--- src/rtl/core/bbp_pkg.sv ---
// Shared types and constants for the bimodal two-bit branch predictor.
`timescale 1ns / 1ps

package bbp_pkg;

  localparam int ADDR_W      = 32;
  localparam int CNT_W       = 32;
  localparam int IN_TDATA_W  = 40;
  localparam int OUT_TDATA_W = 72;

  // Two-bit counter codes
  localparam logic [1:0] CTR_MIN       = 2'd0;
  localparam logic [1:0] CTR_TAKEN_MIN = 2'd2;
  localparam logic [1:0] CTR_MAX       = 2'd3;

  typedef enum logic [1:0] {
    ST_CLEAR,
    ST_IDLE,
    ST_UPDATE
  } bbp_state_t;

  typedef struct packed {
    logic clear;   // write zero at the sweep address, advance it
    logic load;    // capture input word, read its counter
    logic update;  // write back counter, bump totals, load result
  } bbp_cmd_t;

  typedef struct packed {
    logic clear_last;  // sweep is at the last table entry
    logic out_busy;    // result register full and not taken this cycle
  } bbp_stat_t;

endpackage

--- src/rtl/core/bbp_ctrl.sv ---
// Controller state machine: table clear sweep, input accept, update sequencing.
`timescale 1ns / 1ps

module bbp_ctrl import bbp_pkg::*; (
  input  logic      clk,
  input  logic      rst_n,
  input  logic      in_tvalid,
  output logic      in_tready,
  input  bbp_stat_t stat,
  output bbp_cmd_t  cmd
);

  bbp_state_t state_r, state_nxt;

  always_ff @(posedge clk) begin
    if (!rst_n) begin
      state_r <= ST_CLEAR;
    end else begin
      state_r <= state_nxt;
    end
  end

  always_comb begin
    state_nxt  = state_r;
    in_tready  = 1'b0;
    cmd        = '0;
    unique case (state_r)
      ST_CLEAR: begin
        cmd.clear = 1'b1;
        if (stat.clear_last) begin
          state_nxt = ST_IDLE;
        end
      end
      ST_IDLE: begin
        in_tready = 1'b1;
        if (in_tvalid) begin
          cmd.load  = 1'b1;
          state_nxt = ST_UPDATE;
        end
      end
      ST_UPDATE: begin
        if (!stat.out_busy) begin
          cmd.update = 1'b1;
          state_nxt  = ST_IDLE;
        end
      end
      default: begin
        state_nxt = ST_IDLE;
      end
    endcase
  end

  a_cmd_onehot: assert property (@(posedge clk) disable iff (!rst_n)
    $onehot0({cmd.clear, cmd.load, cmd.update}))
    else $error("more than one datapath command at once");

  a_no_accept_in_clear: assert property (@(posedge clk) disable iff (!rst_n)
    cmd.clear |-> !in_tready)
    else $error("input accepted during table clear");

  a_load_then_update: assert property (@(posedge clk) disable iff (!rst_n)
    cmd.load |=> !cmd.load && !cmd.clear)
    else $error("new word loaded before previous one updated");

endmodule

--- src/rtl/core/bbp_dp.sv ---
// Datapath: counter table memory, clear sweep, saturating totals, result register.
`timescale 1ns / 1ps

module bbp_dp import bbp_pkg::*; #(
  parameter int ENTRIES = 1024
) (
  input  logic                   clk,
  input  logic                   rst_n,
  input  bbp_cmd_t               cmd,
  output bbp_stat_t              stat,
  input  logic [IN_TDATA_W-1:0]  in_tdata,
  output logic                   out_tvalid,
  input  logic                   out_tready,
  output logic [OUT_TDATA_W-1:0] out_tdata
);

  localparam int IDX_W = $clog2(ENTRIES);

  logic [1:0]       mem [ENTRIES];

  logic [IDX_W-1:0] clr_idx_r, clr_idx_nxt;
  logic [IDX_W-1:0] idx_r;
  logic             taken_r;
  logic [1:0]       ctr_r;
  logic [CNT_W-1:0] correct_cnt_r, correct_cnt_nxt;
  logic [CNT_W-1:0] branch_cnt_r, branch_cnt_nxt;
  logic             pred_r, ok_r;
  logic             out_valid_r, out_valid_nxt;

  logic [IDX_W-1:0] in_idx;
  logic             pred, ok;
  logic [1:0]       ctr_new;
  logic             wr_en;
  logic [IDX_W-1:0] wr_idx;
  logic [1:0]       wr_data;

  assign in_idx = in_tdata[IDX_W-1:0];
  assign pred   = (ctr_r >= CTR_TAKEN_MIN);
  assign ok     = (pred == taken_r);

  always_comb begin
    if (taken_r) begin
      ctr_new = (ctr_r == CTR_MAX) ? CTR_MAX : ctr_r + 2'd1;
    end else begin
      ctr_new = (ctr_r == CTR_MIN) ? CTR_MIN : ctr_r - 2'd1;
    end
  end

  // Single write port, shared by the clear sweep and the counter update
  assign wr_en   = cmd.clear | cmd.update;
  assign wr_idx  = cmd.clear ? clr_idx_r : idx_r;
  assign wr_data = cmd.clear ? CTR_MIN : ctr_new;

  always_ff @(posedge clk) begin
    if (wr_en) begin
      mem[wr_idx] <= wr_data;
    end
    if (cmd.load) begin
      ctr_r <= mem[in_idx];
    end
  end

  always_ff @(posedge clk) begin
    if (cmd.load) begin
      idx_r   <= in_idx;
      taken_r <= in_tdata[ADDR_W];
    end
    if (cmd.update) begin
      pred_r <= pred;
      ok_r   <= ok;
    end
  end

  always_comb begin
    clr_idx_nxt     = cmd.clear ? clr_idx_r + IDX_W'(1) : clr_idx_r;
    correct_cnt_nxt = correct_cnt_r;
    branch_cnt_nxt  = branch_cnt_r;
    if (cmd.update) begin
      if (ok && !(&correct_cnt_r)) begin
        correct_cnt_nxt = correct_cnt_r + CNT_W'(1);
      end
      if (!(&branch_cnt_r)) begin
        branch_cnt_nxt = branch_cnt_r + CNT_W'(1);
      end
    end
    if (cmd.update) begin
      out_valid_nxt = 1'b1;
    end else if (out_tready) begin
      out_valid_nxt = 1'b0;
    end else begin
      out_valid_nxt = out_valid_r;
    end
  end

  always_ff @(posedge clk) begin
    if (!rst_n) begin
      clr_idx_r     <= '0;
      correct_cnt_r <= '0;
      branch_cnt_r  <= '0;
      out_valid_r   <= 1'b0;
    end else begin
      clr_idx_r     <= clr_idx_nxt;
      correct_cnt_r <= correct_cnt_nxt;
      branch_cnt_r  <= branch_cnt_nxt;
      out_valid_r   <= out_valid_nxt;
    end
  end

  assign stat.clear_last = (clr_idx_r == IDX_W'(ENTRIES - 1));
  assign stat.out_busy   = out_valid_r & ~out_tready;

  assign out_tvalid = out_valid_r;
  // Totals registers hold until the next update, which waits for a free slot
  assign out_tdata  = {6'd0, branch_cnt_r, correct_cnt_r, ok_r, pred_r};

  a_no_overwrite: assert property (@(posedge clk) disable iff (!rst_n)
    cmd.update |-> !(out_valid_r && !out_tready))
    else $error("result overwritten before it was taken");

  a_correct_le_total: assert property (@(posedge clk) disable iff (!rst_n)
    correct_cnt_r <= branch_cnt_r)
    else $error("correct count exceeds branch count");

  a_total_moves: assert property (@(posedge clk) disable iff (!rst_n)
    cmd.update |=> branch_cnt_r != '0 && out_valid_r)
    else $error("update did not produce a result word");

endmodule

--- src/rtl/core/bimodal_two_bit_predictor_top.sv ---
// Top level of the bimodal two-bit saturating counter branch predictor.
//
//  channel | dir | handshake             | payload
//  --------+-----+-----------------------+-------------------------------------------
//  in_     | in  | in_tvalid/in_tready   | in_tdata[40]: branch_address, branch_taken
//  out_    | out | out_tvalid/out_tready | out_tdata[72]: predicted_taken,
//          |     |                       |   prediction_correct, correct_total,
//          |     |                       |   branch_total
//
// Each word is accepted and its counter read in ST_IDLE (registered memory
// read); ST_UPDATE then writes the counter back and loads the result register.
// After reset the table is swept to zero, one entry a cycle, over all ENTRIES;
// in_tready stays low during the sweep.
// A waiting result does not block accept; the update waits only while the
// result register is still full and out_tready is low.
`timescale 1ns / 1ps

module bimodal_two_bit_predictor_top import bbp_pkg::*; #(
  parameter int ENTRIES = 1024
) (
  input  logic                   clk,
  input  logic                   rst_n,
  input  logic                   in_tvalid,
  output logic                   in_tready,
  // [31:0] branch_address, [32] branch_taken, [39:33] zero
  input  logic [IN_TDATA_W-1:0]  in_tdata,
  output logic                   out_tvalid,
  input  logic                   out_tready,
  // [0] predicted_taken, [1] prediction_correct, [33:2] correct_total,
  // [65:34] branch_total, [71:66] zero
  output logic [OUT_TDATA_W-1:0] out_tdata
);

  bbp_cmd_t  cmd;
  bbp_stat_t stat;

  bbp_ctrl u_ctrl (
    .clk       (clk),
    .rst_n     (rst_n),
    .in_tvalid (in_tvalid),
    .in_tready (in_tready),
    .stat      (stat),
    .cmd       (cmd)
  );

  bbp_dp #(
    .ENTRIES (ENTRIES)
  ) u_dp (
    .clk        (clk),
    .rst_n      (rst_n),
    .cmd        (cmd),
    .stat       (stat),
    .in_tdata   (in_tdata),
    .out_tvalid (out_tvalid),
    .out_tready (out_tready),
    .out_tdata  (out_tdata)
  );

endmodule
--- config.mk ---
export PLATFORM = sky130hd
export DESIGN_NAME = bimodal_two_bit_predictor_top
export DESIGN_NICKNAME = d
export VERILOG_FILES = /design/src/rtl/core/bbp_pkg.sv /design/src/rtl/core/bbp_ctrl.sv /design/src/rtl/core/bbp_dp.sv /design/src/rtl/core/bimodal_two_bit_predictor_top.sv
export SDC_FILE = /design/constraint.sdc
export NUM_CORES = 2
export LEC_CHECK = 0
export ABC_CLOCK_PERIOD_IN_PS = 35100
export BUFFER_PORTS_ARGS = -buffer_cell sky130_fd_sc_hd__buf_2
export CAP_MARGIN = 0
export CORE_ASPECT_RATIO = 1.4
export CORE_MARGIN = 2
export CORE_UTILIZATION = 45
export CTS_BUF_LIST = sky130_fd_sc_hd__clkbuf_8
export CTS_CLUSTER_DIAMETER = 50
export DETAILED_ROUTE_END_ITERATION = 6
export PLACE_DENSITY = 0.68
export SYNTH_ARGS = -nofsm -noshare
export SYNTH_HDL_FRONTEND = slang
export SYNTH_SLANG_ARGS = --single-unit
export TNS_END_PERCENT = 1
--- constraint.sdc ---
create_clock -name clk -period 35.1 [get_ports clk]
set_input_delay 7.02 -clock clk [delete_from_list [all_inputs] [get_ports clk]]
set_output_delay 7.02 -clock clk [all_outputs]
set_load 0.05 [all_outputs]
=== Yosys cells after proc, flatten, opt, wreduce, memory -nomap -nowiden ===
Memory sizes are Yosys's and may differ from the RTL's. A register that Yosys moved wholly into a read port is not among the register bits.
Index checks and enable logic that the tools add are counted.

* Logic and storage cells: 57
* Memories: 1
* Output and inout port bits: 74
* RAM bits: 2048
* Bits of input ports: 44
* Flip-flop bits (word level): 90

{| class="wikitable"
|+ Memory list
! memory !! depth !! width !! rd ports !! clocked after memory_dff !! wr ports !! RTL line !! source
|-
| u_dp.mem || 1024 || 2 || 1 || 1 || 1 || bbp_dp.sv:19 || <nowiki>logic [1:0] mem [ENTRIES];</nowiki>
|}

* Equal/unequal tests: 8
* Magnitude comparators: 1
* Multiplexer cells: 19
* Reductions and logical operators: 10
* Bitwise operators: 4
* $add $sub $neg: 5

{| class="wikitable"
|+ Operators with widths
! kind !! count
|-
| $add 32x1->32 const B || 2
|-
| $reduce_and 32->1 || 2
|-
| $mux 2 || 7
|-
| $add 10x1->10 const B || 1
|-
| $eq 10x10->1 const B || 1
|-
| $mux 1 || 10
|-
| $mux 10 || 1
|-
| $ne 2x2->1 const B || 3
|-
| $pmux 2 s3 || 1
|-
| $eq 2x2->1 const B || 2
|-
| $logic_not 2->1 || 2
|-
| $reduce_and 2->1 || 2
|-
| $reduce_and 3->1 || 1
|-
| $add 2x1->2 const B || 1
|-
| $eq 2x1->1 const B || 1
|-
| $ge 2x2->1 const B || 1
|-
| $not 1->1 || 2
|-
| $reduce_bool 2->1 || 1
|-
| $sub 2x1->2 const B || 1
|-
| $and 1x1->1 || 1
|-
| $eq 1x1->1 || 1
|-
| $logic_and 1x1->1 || 1
|-
| $logic_not 1->1 || 1
|-
| $or 1x1->1 || 1
|}

=== Depth between registers and ports, before layout ===
* Depth after elaboration: 7
* Mapped depth: 15
* Depth with buffers taken out: 9

=== By module ===
Synthesis repeated with hierarchy kept, for this count alone.

* Cell total of the unflattened synthesis: 5242
* Area total of the unflattened synthesis: 88337.2 um^2

{| class="wikitable"
|+ Modules (own cells, without submodules)
! module !! cells each !! sequential area each (um^2) !! area an instance (um^2) !! times used
|-
| bbp_dp || 5230 || 63450.9 || 88228.4 || 1
|-
| bbp_ctrl || 12 || 40.0 || 108.9 || 1
|}

=== Worst setup path after synthesis ===
No wires, ideal clock.

* Kind: reg2reg
* From: register u_ctrl.state_r[0]
* To: memory u_dp.mem[0][0] (data pin)
* Library setup time: 5.684 ns
* Stages on the path, launching flop included: 6
* Data required time: 29.416 ns
* Path slack: 1.136 ns
* Arrival: 28.280 ns
* Period minus slack after synthesis: 33.964 ns
* Cells stage by stage: dfxtp_1 > clkbuf_1 > nor2_1 > clkbuf_1 > buf_1 > a21oi_1

* Cells in the longest elaborated chain, start to end: 3

{| class="wikitable"
|+ RTL lines
! what !! RTL line !! source
|-
| start: declaration || bbp_ctrl.sv:13 || <nowiki>bbp_state_t state_r, state_nxt;</nowiki>
|-
| start signal: assignment || bbp_ctrl.sv:19 || <nowiki>state_r <= state_nxt;</nowiki>
|-
| $logic_not 2->1 || bbp_ctrl.sv:27 || <nowiki>unique case (state_r)</nowiki>
|-
| $mux 1 || bbp_ctrl.sv:27 ||
|-
| $mux 2 || bbp_dp.sv:52 || <nowiki>assign wr_data = cmd.clear ? CTR_MIN : ctr_new;</nowiki>
|-
| via u_dp.wr_data[0] || bbp_dp.sv:35 || <nowiki>logic [1:0] wr_data;</nowiki>
|-
| end: declaration || bbp_dp.sv:19 ||
|}

The timed path passes the listed nets, and every way through them passes these cells.

==> out/results.txt <==
Core Util, Final: 0.494
post-route DRC violation count: 0
critical path cell sequence: buf_8, buf_4, buf_4, buf_12, buf_4, mux2i_1, o221ai_1, nor3_1, or3_1, a2111oi_1, o2111ai_1, buf_4, a311o_1, o2111ai_2
setup bufs post-CTS: 0
area grow syn2layout: 9.24%
FF-to-FF path depth: 7
number of enable flip-flop cells after synthesis: 2063
final hold violations: 0
fraction of final layout cells sized beyond drive strength 1: 0.182
RSZ-0062 raised after global routing: false
DP Wirelength: 132000 um
launching point of the worst reg2reg path: u_ctrl.state_r[1]
area fraction of the dominant cell type after synthesis: 0.702
total iterations of the first detailed-routing run: 5
arrival time of data at the critical path endpoint: 13060 ps
Slowest cell on crit path: buf_4
total global-route track usage: 0.236
Core ar.: 195000 um^2
I/O pin count: 118
CP Data Required Time: 35840 ps
Crit Path Class: input pin to flip-flop
gr ovfl total: 0
maximum number of pins on one net before global-route repair: 249
primary flip-flop cell chosen by synthesis mapping: edfxtp_1
post-CTS resize count: 0
Post-Route Hold Slack: 509 ps
CTS tree: yes
drt initial violations: 6025
Vert. Die Dim: 528 um
setup slack after layout: 22790 ps
post-route clock period utilization: 0.351
clock skew after layout: 43.8 ps
minimum setup slack after placement: 21790 ps
Worst setup EP type: flip-flop
sequential fraction of the synthesis area: 0.720
Peak supply drop: 0.0000348 V
total wire length after detailed routing: 237000 um
Mean Syn Cell Area: 16.6 um^2
total number of yosys warnings: 0
worst reg2reg path endpoint: u_dp.mem[327][0]
library cells used by synthesis: 73
final weighted congestion of routability-driven global placement: 0.825
x dimension of the die: 378 um
most frequent cell on the critical path: buf_4
number of antenna violations at the first check in global routing: 5
leakage power: 31.3 nW
max-slew violation count: 0
worst rel slew slack: 0.152
number of vias in the routed layout: 49966
count of placed standard cells in the final layout, fillers left out: 8259
TritonCTS buffer count: 302
highest clock frequency the design can meet: 0.0812 GHz
number of global-route vias before repair: 50747
ANT nets after route: 0
Setup crit start: in_tdata[0]
Worst Max-Slew Pin Slew: 1260 ps
vias per cell: 6.05
Synth area leaders: edfxtp_1 70%, mux4_2 10%, nor2_1 4.6%
largest area contributor in the netlist: edfxtp_1
average wire length per cell after detail routing: 28.7 um
total of buffers placed on input and output ports: 82
setup slack, reg-to-reg: 30520 ps
worst setup path endpoint: u_dp.ctr_r[0]
initial core utilization: 0.452
maximum clock path buffer count: 4
clk_lat worst skew: 930 ps
Filler cells: 16134
count of hold-fix buffers inserted at cts: 0
Net count, final: 5464
overall die area: 200000 um^2
register clock-pin slew on the reported worst setup and hold paths: 70 ps
outcome: completed
CTS sink count: 2140
register bit total from synthesis: 2140
Min Clock Period, post-route: 12310 ps
reported max-cap violation count: 0
number of standard cells after synthesis: 5327
combined area of all synthesized cells: 88200 um^2
class of the worst hold path: flip-flop to flip-flop
crit-path max FO: 105
cell count after placement: 7732
CTS Root Buffer Type: clkbuf_8
number of placement rows: 192
first-pass GRT wire length: 341000 um
level count of the clock H-tree: 5
delay of the slowest critical-path stage: 790 ps
final count of negative-setup-slack endpoints: 0
setup TNS: 0 ps
fraction of synthesis flops using an asynchronous set or reset pin: 0
cell area power density: 49.7 nW/um^2
Setup crit start kind: input pin
[power by group]
group          switching, mW  internal (mW)  leakage [nW]
combinational          0.135         0.0753          7.73
sequential          0.000756           2.76          20.5
clock                  0.928          0.893          3.08
[metal layers]
layer / vias to the layer above / track usage / part of all wire / wire length (um)
met5: - / 0 / 0.000072 / 17
met4: 4 / 0.124 / 0.057 / 13600
met3: 552 / 0.0426 / 0.090 / 21400
met2: 2643 / 0.392 / 0.49 / 117000
met1: 25878 / 0.295 / 0.36 / 85300
li1: 20889 / - / - / -
[state kept, by name, summed over array words and instances, names as in the netlist]
signal              count
u_ctrl.state_r          2
u_dp.branch_cnt_r      32
u_dp.clr_idx_r         10
u_dp.correct_cnt_r     32
u_dp.ctr_r              2
u_dp.idx_r             10
u_dp.mem             2048
u_dp.ok_r               1
u_dp.out_tvalid         1
u_dp.pred_r             1
u_dp.taken_r            1
[layout by cell type (no fill, tap or decap), types with 84 or more instances in the layout]
cell type | Yosys | layout
nand2_1 | 156 | 140
mux2i_1 | 261 | 261
mux4_2 | 397 | 397
o221ai_1 | 93 | 93
clkbuf_8 | 0 | 308
a21oi_1 | 86 | 84
edfxtp_1 | 2063 | 2063
buf_4 | 25 | 109
inv_1 | 15 | 96
nor2_1 | 1081 | 1078
[metrics by stage]
stage / cell area, um^2 / power (mW)
after floorplan: 88200 / 2.95
after global placement: 90900 / 3.02
after detailed placement: 90900 / 3.02
after CTS: 96300 / 4.81
after global routing: 96400 / 4.92
final: 96400 / 4.79
[area by class of cell]
type	count	area [um^2]	share of cell area
flip-flops and latches	2140	63500	0.659
multi-input cells	2763	22700	0.236
clock buffers	308	4240	0.0440
well taps	2619	3280	0.0340
repair buffers	193	1330	0.0138
clock inverters	216	1200	0.0125
inverters	17	67.6	0.000701
diodes	3	7.51	0.0000779
[worst min path at each step]
stage	startpoint	end	slack, ps	cells past startpoint
final	u_dp.branch_cnt_r[31]	u_dp.branch_cnt_r[31]	510	2
after floorplan	u_dp.clr_idx_r[9]	u_dp.clr_idx_r[9]	490	2
after global routing	u_dp.branch_cnt_r[23]	u_dp.branch_cnt_r[23]	550	2
after CTS	u_dp.branch_cnt_r[31]	u_dp.branch_cnt_r[31]	510	2
after detailed placement	u_dp.branch_cnt_r[31]	u_dp.branch_cnt_r[31]	500	2
after global placement	u_dp.branch_cnt_r[31]	u_dp.branch_cnt_r[31]	480	2
[Yosys cell counts, types with 6 or more instances]
library cell  count
nand3_1          69
a31oi_1          15
a22oi_1          41
and3_1           16
or3_1            19
o22ai_1          58
nor2b_1          24
clkbuf_1        273
nor3_1           52
a22o_1           12
and4_1            8
edfxtp_1       2063
buf_2            37
buf_6            46
o31ai_1           7
nand2_1         156
nand2b_1         13
nor3b_1           9
and2_1           63
buf_12            6
nor2_1         1081
a21boi_0         14
xnor2_1          33
mux2i_1         261
nor4_1           13
o221ai_1         93
inv_1            15
a2111oi_0         8
a221oi_1         16
mux4_2          397
buf_8            10
buf_4            25
mux4_1           18
buf_1            15
nand4_1          22
a21oi_1          86
dfxtp_1          77
o21ai_0          61
xor2_1           26
a211oi_1          9
nand3b_1          8
[worst max-delay path: cells and delay by family]
kind	cells	cell delay, ps
AND/OR/NAND/NOR	2	480
AO/OA/AOI/OAI	5	1700
buffers and inverters	6	3450
multiplexers	1	180
[cell families (layout without fill, tap and decap cells)]
logic type / count (synthesis) / in the layout / share of synthesized area
buffers and inverters: 429 / 734 / 0.0261
AND/OR/NAND/NOR: 1565 / 1565 / 0.0749
other: 1 / 9 / 0.0000425
multiplexers: 681 / 681 / 0.137
adder cells (fa/ha/maj): 3 / 3 / 0.000426
XOR/XNOR: 59 / 59 / 0.00586
flip-flops: 2140 / 2140 / 0.720
AO/OA/AOI/OAI: 449 / 449 / 0.0358
No activity file was read; power rests on OpenSTA's default activity.
